<file path="config.mk">
export PLATFORM = sky130hd
export DESIGN_NAME = bounded_deque_with_search_unit
export DESIGN_NICKNAME = d
export VERILOG_FILES = /design/src/bdqs_pkg.sv /design/src/bdqs_cell.sv /design/src/bounded_deque_with_search_unit.sv
export SDC_FILE = /design/constraint.sdc
export NUM_CORES = 2
export LEC_CHECK = 0
export ABC_AREA = 0
export BUFFER_PORTS_ARGS = -buffer_cell sky130_fd_sc_hd__buf_2
export CORE_MARGIN = 5
export CORE_UTILIZATION = 24
export CTS_BUF_LIST = sky130_fd_sc_hd__clkbuf_2 sky130_fd_sc_hd__clkbuf_4 sky130_fd_sc_hd__clkbuf_8
export CTS_CLUSTER_SIZE = 14
export DETAILED_ROUTE_END_ITERATION = 8
export GPL_TIMING_DRIVEN = 0
export HOLD_SLACK_MARGIN = 0.05
export MAX_ROUTING_LAYER = met4
export RECOVER_POWER = 50
export SLEW_MARGIN = 20
export SYNTH_ARGS = -nofsm -noshare
export SYNTH_HDL_FRONTEND = slang
export SYNTH_HIERARCHICAL = 1
export SYNTH_SLANG_ARGS = --single-unit
</file>
<file path="constraint.sdc">
create_clock -name clk_i -period 36.8 [get_ports clk_i]
set_input_delay 7.36 -clock clk_i [delete_from_list [all_inputs] [get_ports clk_i]]
set_output_delay 7.36 -clock clk_i [all_outputs]
set_load 0.02 [all_outputs]
</file>
<file path="src/bdqs_pkg.sv">
// Shared types and constants for the bounded deque with search unit.
`timescale 1ns / 1ps
`default_nettype none

package bdqs_pkg;

  // Operation codes carried by the kind field.
  typedef enum logic [3:0] {
    KIND_PUSH   = 4'd0,
    KIND_POP    = 4'd1,
    KIND_REMOVE = 4'd2,
    KIND_PEEK   = 4'd3,
    KIND_FIND   = 4'd4,
    KIND_ROTATE = 4'd5,
    KIND_HASH   = 4'd6,
    KIND_SIZE   = 4'd7,
    KIND_CLEAR  = 4'd8
  } kind_e;

  typedef enum logic [1:0] {
    STATUS_OK      = 2'd0,
    STATUS_FULL    = 2'd1,
    STATUS_EMPTY   = 2'd2,
    STATUS_MISSING = 2'd3
  } status_e;

  // What every cell does with its entry when an operation is applied.
  typedef enum logic [2:0] {
    ACT_NONE       = 3'd0,
    ACT_PUSH_FRONT = 3'd1,
    ACT_PUSH_BACK  = 3'd2,
    ACT_SHIFT_LEFT = 3'd3,
    ACT_REMOVE     = 3'd4,
    ACT_ROTATE     = 3'd5
  } act_e;

  typedef enum logic [1:0] {
    ST_IDLE  = 2'd0,
    ST_CALC  = 2'd1,
    ST_APPLY = 2'd2
  } state_e;

  // Control broadcast from the sequencer to every cell of the row.
  typedef struct packed {
    act_e        act;
    logic        calc_en;
    logic        apply_en;
    logic        from_back;
    logic [31:0] operand;
    logic [31:0] front;
  } cell_ctrl_t;

  localparam int unsigned HashStep      = 7;
  localparam int unsigned HashFillShift = 16;

endpackage

`default_nettype wire

</file>
<file path="src/bdqs_cell.sv">
// One deque cell: holds one entry, its compare result and its hash term.
`timescale 1ns / 1ps
`default_nettype none

module bdqs_cell #(
  parameter int unsigned Capacity = 16,
  parameter int unsigned Idx      = 0,
  localparam int unsigned FillW   = $clog2(Capacity + 1)
) (
  input  wire logic                   clk_i,
  input  wire bdqs_pkg::cell_ctrl_t   ctrl_i,
  input  wire logic [FillW-1:0]       fill_i,
  input  wire logic [31:0]            left_i,
  input  wire logic [31:0]            right_i,
  input  wire logic                   seen_i,
  output logic                        seen_o,
  output logic [31:0]                 value_o,
  output logic [31:0]                 term_o,
  output logic [31:0]                 tail_o
);

  logic [31:0]      value_q, value_d;
  logic [31:0]      term_q, term_d;
  logic             match_q, match_d;
  logic             held;
  logic             is_last;
  logic             is_next;
  logic [FillW-1:0] pos;

  assign held    = fill_i > FillW'(Idx);
  assign is_last = fill_i == FillW'(Idx + 1);
  assign is_next = fill_i == FillW'(Idx);

  // Position counted from the chosen end of the queue.
  assign pos = ctrl_i.from_back ? (fill_i - FillW'(Idx + 1)) : FillW'(Idx);

  always_comb begin
    match_d = match_q;
    term_d  = term_q;
    if (ctrl_i.calc_en) begin
      match_d = held && (value_q == ctrl_i.operand);
      term_d  = held ? (value_q + 32'(pos) * 32'(bdqs_pkg::HashStep)) : 32'd0;
    end
  end

  // A match here or further towards the front shifts this entry left on removal.
  assign seen_o = seen_i | match_q;

  always_comb begin
    value_d = value_q;
    if (ctrl_i.apply_en) begin
      case (ctrl_i.act)
        bdqs_pkg::ACT_PUSH_FRONT: value_d = (Idx == 0) ? ctrl_i.operand : left_i;
        bdqs_pkg::ACT_PUSH_BACK:  value_d = is_next ? ctrl_i.operand : value_q;
        bdqs_pkg::ACT_SHIFT_LEFT: value_d = right_i;
        bdqs_pkg::ACT_REMOVE:     value_d = seen_o ? right_i : value_q;
        bdqs_pkg::ACT_ROTATE:     value_d = is_last ? ctrl_i.front : right_i;
        default:                  value_d = value_q;
      endcase
    end
  end

  always_ff @(posedge clk_i) begin
    value_q <= value_d;
    term_q  <= term_d;
    match_q <= match_d;
  end

  assign value_o = value_q;
  assign term_o  = term_q;
  assign tail_o  = is_last ? value_q : 32'd0;

endmodule

`default_nettype wire

</file>
<file path="src/bounded_deque_with_search_unit.sv">
// A compare and hash-term stage runs in every cell, then an apply stage updates the
// cell row and loads the output register; the apply stage waits while a stalled
// result still holds the output register.
// The next input transfer is taken in the apply cycle when the output register is free.
// Reset clears the sequencer, the entry count, the reported value and the output valid;
// the cell entries themselves are not reset.
`timescale 1ns / 1ps
`default_nettype none

module bounded_deque_with_search_unit #(
  parameter int unsigned CAPACITY = 16
) (
  input  wire logic        clk_i,
  input  wire logic        rst_ni,
  input  wire logic        in_valid_i,
  output logic             in_stall_o,
  input  wire logic [3:0]  kind_i,
  input  wire logic        at_tail_i,
  input  wire logic [31:0] operand_i,
  output logic             out_valid_o,
  input  wire logic        out_stall_i,
  output logic [1:0]       status_o,
  output logic [31:0]      reported_o,
  output logic [4:0]       occupancy_o
);

  localparam int unsigned FillW = $clog2(CAPACITY + 1);

  bdqs_pkg::state_e     state_q, state_d;
  logic [FillW-1:0]     fill_q, fill_d;
  logic [31:0]          report_q, report_d;
  logic                 out_valid_q, out_valid_d;
  logic [1:0]           status_q, status_d;
  logic [4:0]           occ_q;
  logic [3:0]           kind_q;
  logic                 tail_q;
  logic [31:0]          operand_q;

  bdqs_pkg::cell_ctrl_t ctrl;
  bdqs_pkg::act_e       act;
  bdqs_pkg::status_e    status_n;
  logic [FillW-1:0]     fill_n;
  logic [31:0]          report_n;

  logic [31:0]          cell_val  [CAPACITY];
  logic [31:0]          cell_term [CAPACITY];
  logic [31:0]          cell_tail [CAPACITY];
  logic [CAPACITY:0]    seen;

  logic                 in_fire;
  logic                 out_free;
  logic                 apply_fire;
  logic                 calc_en;
  logic                 empty;
  logic                 full;
  logic                 found;
  logic [31:0]          hash_xor;
  logic [31:0]          tail_val;
  logic [31:0]          hash_val;

  assign out_free   = !out_valid_q || !out_stall_i;
  assign in_fire    = in_valid_i && !in_stall_o;
  assign calc_en    = state_q == bdqs_pkg::ST_CALC;
  assign apply_fire = (state_q == bdqs_pkg::ST_APPLY) && out_free;

  // Next state.
  always_comb begin
    state_d = state_q;
    unique case (state_q)
      bdqs_pkg::ST_IDLE:  if (in_fire) state_d = bdqs_pkg::ST_CALC;
      bdqs_pkg::ST_CALC:  state_d = bdqs_pkg::ST_APPLY;
      bdqs_pkg::ST_APPLY: begin
        if (apply_fire) state_d = in_fire ? bdqs_pkg::ST_CALC : bdqs_pkg::ST_IDLE;
      end
      default:            state_d = bdqs_pkg::ST_IDLE;
    endcase
  end

  // Sequencer outputs.
  always_comb begin
    in_stall_o = 1'b1;
    unique case (state_q)
      bdqs_pkg::ST_IDLE:  in_stall_o = 1'b0;
      bdqs_pkg::ST_CALC:  in_stall_o = 1'b1;
      bdqs_pkg::ST_APPLY: in_stall_o = !out_free;
      default:            in_stall_o = 1'b1;
    endcase
  end

  // Reductions over the cell row.
  always_comb begin
    hash_xor = 32'd0;
    tail_val = 32'd0;
    for (int i = 0; i < CAPACITY; i++) begin
      hash_xor = hash_xor ^ cell_term[i];
      tail_val = tail_val | cell_tail[i];
    end
  end

  assign empty    = fill_q == '0;
  assign full     = fill_q == FillW'(CAPACITY);
  assign found    = seen[CAPACITY];
  assign hash_val = hash_xor ^ ((32'(fill_q) << bdqs_pkg::HashFillShift) | 32'(fill_q));

  // Operation decoder.
  always_comb begin
    act      = bdqs_pkg::ACT_NONE;
    status_n = bdqs_pkg::STATUS_OK;
    fill_n   = fill_q;
    report_n = report_q;
    unique case (kind_q)
      bdqs_pkg::KIND_PUSH: begin
        if (full) status_n = bdqs_pkg::STATUS_FULL;
        else begin
          act    = tail_q ? bdqs_pkg::ACT_PUSH_BACK : bdqs_pkg::ACT_PUSH_FRONT;
          fill_n = fill_q + 1'b1;
        end
      end
      bdqs_pkg::KIND_POP: begin
        if (empty) status_n = bdqs_pkg::STATUS_EMPTY;
        else begin
          act    = tail_q ? bdqs_pkg::ACT_NONE : bdqs_pkg::ACT_SHIFT_LEFT;
          fill_n = fill_q - 1'b1;
        end
      end
      bdqs_pkg::KIND_REMOVE: begin
        if (!found) status_n = bdqs_pkg::STATUS_MISSING;
        else begin
          act    = bdqs_pkg::ACT_REMOVE;
          fill_n = fill_q - 1'b1;
        end
      end
      bdqs_pkg::KIND_PEEK: begin
        if (empty) status_n = bdqs_pkg::STATUS_EMPTY;
        else report_n = tail_q ? tail_val : cell_val[0];
      end
      bdqs_pkg::KIND_FIND: begin
        // A hit holds exactly the value searched for.
        if (!found) status_n = bdqs_pkg::STATUS_MISSING;
        else report_n = operand_q;
      end
      bdqs_pkg::KIND_ROTATE: begin
        if (empty) status_n = bdqs_pkg::STATUS_EMPTY;
        else act = bdqs_pkg::ACT_ROTATE;
      end
      bdqs_pkg::KIND_HASH: begin
        if (empty) status_n = bdqs_pkg::STATUS_EMPTY;
        else report_n = hash_val;
      end
      bdqs_pkg::KIND_SIZE: report_n = 32'(fill_q);
      bdqs_pkg::KIND_CLEAR: begin
        if (empty) status_n = bdqs_pkg::STATUS_EMPTY;
        else fill_n = '0;
      end
      default: ;
    endcase
  end

  assign ctrl.act       = act;
  assign ctrl.calc_en   = calc_en;
  assign ctrl.apply_en  = apply_fire;
  assign ctrl.from_back = tail_q;
  assign ctrl.operand   = operand_q;
  assign ctrl.front     = cell_val[0];

  assign seen[0] = 1'b0;

  for (genvar g = 0; g < CAPACITY; g++) begin : g_cell
    logic [31:0] left_v;
    logic [31:0] right_v;
    if (g == 0) begin : g_first
      assign left_v = operand_q;
    end else begin : g_mid
      assign left_v = cell_val[g-1];
    end
    if (g == CAPACITY - 1) begin : g_last
      assign right_v = cell_val[g];
    end else begin : g_inner
      assign right_v = cell_val[g+1];
    end
    bdqs_cell #(
      .Capacity(CAPACITY),
      .Idx     (g)
    ) u_cell (
      .clk_i  (clk_i),
      .ctrl_i (ctrl),
      .fill_i (fill_q),
      .left_i (left_v),
      .right_i(right_v),
      .seen_i (seen[g]),
      .seen_o (seen[g+1]),
      .value_o(cell_val[g]),
      .term_o (cell_term[g]),
      .tail_o (cell_tail[g])
    );
  end

  assign fill_d      = apply_fire ? fill_n : fill_q;
  assign report_d    = apply_fire ? report_n : report_q;
  assign status_d    = apply_fire ? status_n : status_q;
  assign out_valid_d = apply_fire || (out_valid_q && out_stall_i);

  always_ff @(posedge clk_i or negedge rst_ni) begin
    if (!rst_ni) begin
      state_q     <= bdqs_pkg::ST_IDLE;
      fill_q      <= '0;
      report_q    <= 32'd0;
      out_valid_q <= 1'b0;
    end else begin
      state_q     <= state_d;
      fill_q      <= fill_d;
      report_q    <= report_d;
      out_valid_q <= out_valid_d;
    end
  end

  always_ff @(posedge clk_i) begin
    if (in_fire) begin
      kind_q    <= kind_i;
      tail_q    <= at_tail_i;
      operand_q <= operand_i;
    end
    status_q <= status_d;
    if (apply_fire) occ_q <= 5'(fill_n);
  end

  assign out_valid_o = out_valid_q;
  assign status_o    = status_q;
  assign reported_o  = report_q;
  assign occupancy_o = occ_q;

  a_fill_bounded: assert property (@(posedge clk_i) disable iff (!rst_ni)
    fill_q <= FillW'(CAPACITY))
    else $error("entry count above capacity");

  a_result_after_apply: assert property (@(posedge clk_i) disable iff (!rst_ni)
    $rose(out_valid_q) |-> $past(state_q == bdqs_pkg::ST_APPLY))
    else $error("result offered without an apply cycle");

  a_accept_state: assert property (@(posedge clk_i) disable iff (!rst_ni)
    in_fire |-> (state_q == bdqs_pkg::ST_IDLE || state_q == bdqs_pkg::ST_APPLY))
    else $error("input transfer taken while busy");

  a_full_status: assert property (@(posedge clk_i) disable iff (!rst_ni)
    (out_valid_q && status_q == bdqs_pkg::STATUS_FULL) |-> full)
    else $error("full status reported below capacity");

  a_fill_holds: assert property (@(posedge clk_i) disable iff (!rst_ni)
    (state_q == bdqs_pkg::ST_CALC) |=> $stable(fill_q))
    else $error("entry count changed outside an apply cycle");

endmodule

`default_nettype wire

</file>
==> flow_summary.json <==
{
  "outcome": "complete, but fails checks",
  "violations": "design-rule violations, max-capacitance violations, max-slew violations",
  "core_sq_um": 395400,
  "crit_type": "input pin to primary output",
  "drt-total-wl_mm": 576.2,
  "multi_input_area_sq_um": 57490,
  "crit_fanout": 3,
  "clkTransAtPathRegs_ns": 0.05,
  "peakVddDrop_v": 0.00005148,
  "dp_hpwl_mm": 445.2,
  "drive_gt1_share_pct": 10.67,
  "grt_pass1_vias": 86640,
  "slew_violations": 440,
  "drt_iter0_drc": 19280,
  "post-route-period-util_pct": 41.32,
  "finalWeightedCongestion": 1.091,
  "max_cap_violations": 23,
  "die_y_um": 639.5,
  "timing.final.ws_setup_ns": 21.59,
  "setup.worst_path.start_class": "input pin",
  "synth_cells": 10280,
  "cts_hold_buf": 0,
  "slew-limit-headroom_pct": -131.1,
  "final_hold_viol_count": 0,
  "synth_flop_cell": "edfxtp_1",
  "postCtsSetupRepairBufs": 0,
  "setup-violations-final": 0,
  "clock_latency_ns": 1.12,
  "arrival_ns": 7.85,
  "ys_ff_latch": 1124,
  "io_buffers": 81,
  "p_leak_nw": 41.14,
  "row_count": 231,
  "grt_max_degree": 41,
  "avgSynthCellArea_sq_um": 9.251,
  "fill_cells": 41890,
  "post-place-ws_ns": 21.55,
  "yosysSeqAreaShare_pct": 35.28,
  "vias": 97660,
  "start_util_pct": 24.05,
  "cp-end-kind": "primary output",
  "cts_resized": 0,
  "antenna_left": 0,
  "dieArea_sq_um": 409000,
  "layout_min_cycle_time_ns": 15.21,
  "synth_area_sq_um": 95110,
  "synth_edf_count": 1084,
  "cts_buffers": 220,
  "antenna_found_initial": 109,
  "grt_overflow_total": 0,
  "nets": 11370,
  "max_freq_mhz": 65.77,
  "ios": 82,
  "wl_per_cell_um": 34.95,
  "clock_path_buffers": 4,
  "cts-root-buf": "clkbuf_8",
  "worstMarginPinSlew_ns": 3.467,
  "clock-sinks": 1124,
  "synth.distinct_cells": 122,
  "p_per_area_nw_per_um2": 70.99,
  "required_ns": 29.44,
  "synthArstFlopShare_pct": 3.559,
  "drt_pass1_iterations": 9,
  "globalRouteTotalUtil_pct": 27.45,
  "setup_tns_ns": 0,
  "min_path_type": "flip-flop to flip-flop",
  "regArea_sq_um": 33560,
  "rsz0062_at_grt": "false",
  "synth-warning-count": 6,
  "synth_nets": 10690,
  "area.growth.synth_to_final_pct": 18.97,
  "cts-htree-levels": 4,
  "drc": 2,
  "fin_skew_ns": 0.09872,
  "die_w_um": 639.5,
  "grt_first_pass_wirelength_mm": 758.2,
  "drt-vias-per-instance": 5.924,
  "cts_tree": "done",
  "hold_ws_ns": 0.5180
}
flip-flops by register name, summed over array words and instances, names as in the netlist:
signal                 cells
fill_q                     5
g_cell.left_v             32
g_cell.u_cell/match_q     16
g_cell.u_cell/term_o     512
g_cell.u_cell/value_o    512
kind_q                     4
occupancy_o                5
out_valid_o                1
reported_o                32
state_q                    2
status_o                   2
tail_q                     1
power breakdown:
| part | switching, mW | internal [mW] |
|---|---|---|
| clock network | 0.656 | 0.755 |
| registers | 0.251 | 1.74 |
| logic | 3.10 | 1.53 |
| total | 4.00 | 4.03 |
final timing paths:
kind / from / to / slack [ns] / cells after the start
worst max-delay path: out_stall_i / in_stall_o / 21.59 / 3
worst min-delay path: reported_o[27]$_DFFE_PN0P_ / reported_o[27]$_DFFE_PN0P_ / 0.52 / 2
worst max register to register: fill_q[2]$_DFFE_PN0P_ / g_cell[8].u_cell/term_o[29]$_SDFFCE_PN0P_ / 25.01 / 15
worst min register to register: reported_o[27]$_DFFE_PN0P_ / reported_o[27]$_DFFE_PN0P_ / 0.52 / 2
max in group asynchronous: rst_ni / reported_o[17]$_DFFE_PN0P_ / 28.43 / 2
min in group asynchronous: rst_ni / reported_o[9]$_DFFE_PN0P_ / 6.31 / 1
cell usage in the layout (no fill, tap or decap), types with 126 or more instances in the layout:
master / count
o21ai_0: 483
nand2b_1: 126
nand3_1: 173
buf_8: 208
xor2_1: 703
mux2i_1: 658
xnor2_1: 589
clkbuf_8: 228
nand4_1: 181
inv_1: 322
ha_1: 247
a211oi_1: 326
nor4_1: 230
nor2_1: 774
buf_2: 223
a21oi_1: 668
o22ai_1: 233
a31oi_1: 137
clkbuf_1: 528
nand2_1: 657
and3_1: 279
and2_1: 439
edfxtp_1: 1084
cells by family (layout without fill, tap and decap cells):
| kind of cell | Yosys count | after routing | share of synthesized area [%] |
|---|---|---|---|
| buffers and inverters | 1021 | 1883 | 4.518 |
| DFF | 1124 | 1124 | 35.28 |
| other | 1 | 101 | 0.003943 |
| and+or+nand+nor | 3407 | 3407 | 19.18 |
| adders and majority gates | 372 | 372 | 5.860 |
| xor gates and xnor gates | 1308 | 1308 | 12.19 |
| muxes | 660 | 660 | 6.949 |
| AOI/OAI and AO/OA | 2388 | 2388 | 16.02 |
cells in the mapped netlist, types with 123 or more instances:
cell	instances	area [sq um]
mux2i_1	658	6586
edfxtp_1	1084	32550
a211oi_1	325	2440
buf_2	153	765.7
a31oi_1	137	857.1
and3_1	280	1752
nor2_1	774	2905
nand2_1	656	2462
o21ai_0	473	2367
fa_1	123	2462
o22ai_1	234	1464
inv_1	322	1209
nand2b_1	126	788.3
xnor2_1	595	5211
nand4_1	179	1120
ha_1	247	3090
clkbuf_1	462	1734
xor2_1	703	6157
a21oi_1	666	3333
nand3_1	169	845.8
and2_1	469	2934
nor4_1	288	1802
critical path: stages:
cell      delay, ns
clkbuf_1       0.08
a31o_2         0.24
buf_2          0.16
cell type report:
class / instances / area share (%)
antenna: 100 / 0.2212
clock inverter: 119 / 0.9311
multi-input combinational: 8136 / 50.81
tap: 5242 / 5.797
clock buffer: 283 / 3.122
buffer: 696 / 2.623
sequential: 1124 / 29.66
timing repair buffer: 460 / 5.756
inverter: 325 / 1.083
per-layer routing:
layer	up-vias	part of all wire [%]	GRT usage (%)
met2	8937	37	34.87
met5	-	0	-
li1	39330	-	-
met4	0	9.6	19.87
met3	2329	17	12.88
met1	47060	37	33.36
per-stage QoR:
step	instance area (sq um)	instances	power (mW)	utilization, %
global route	113100	16450	8.322	28.60
global placement	102100	15600	6.453	25.82
detailed placement	109100	15970	6.509	27.60
floorplan	95110	10280	4.783	-
finish	113100	16490	8.032	28.62
CTS	113700	16370	7.922	28.76
(Power assumes the default switching activity.)
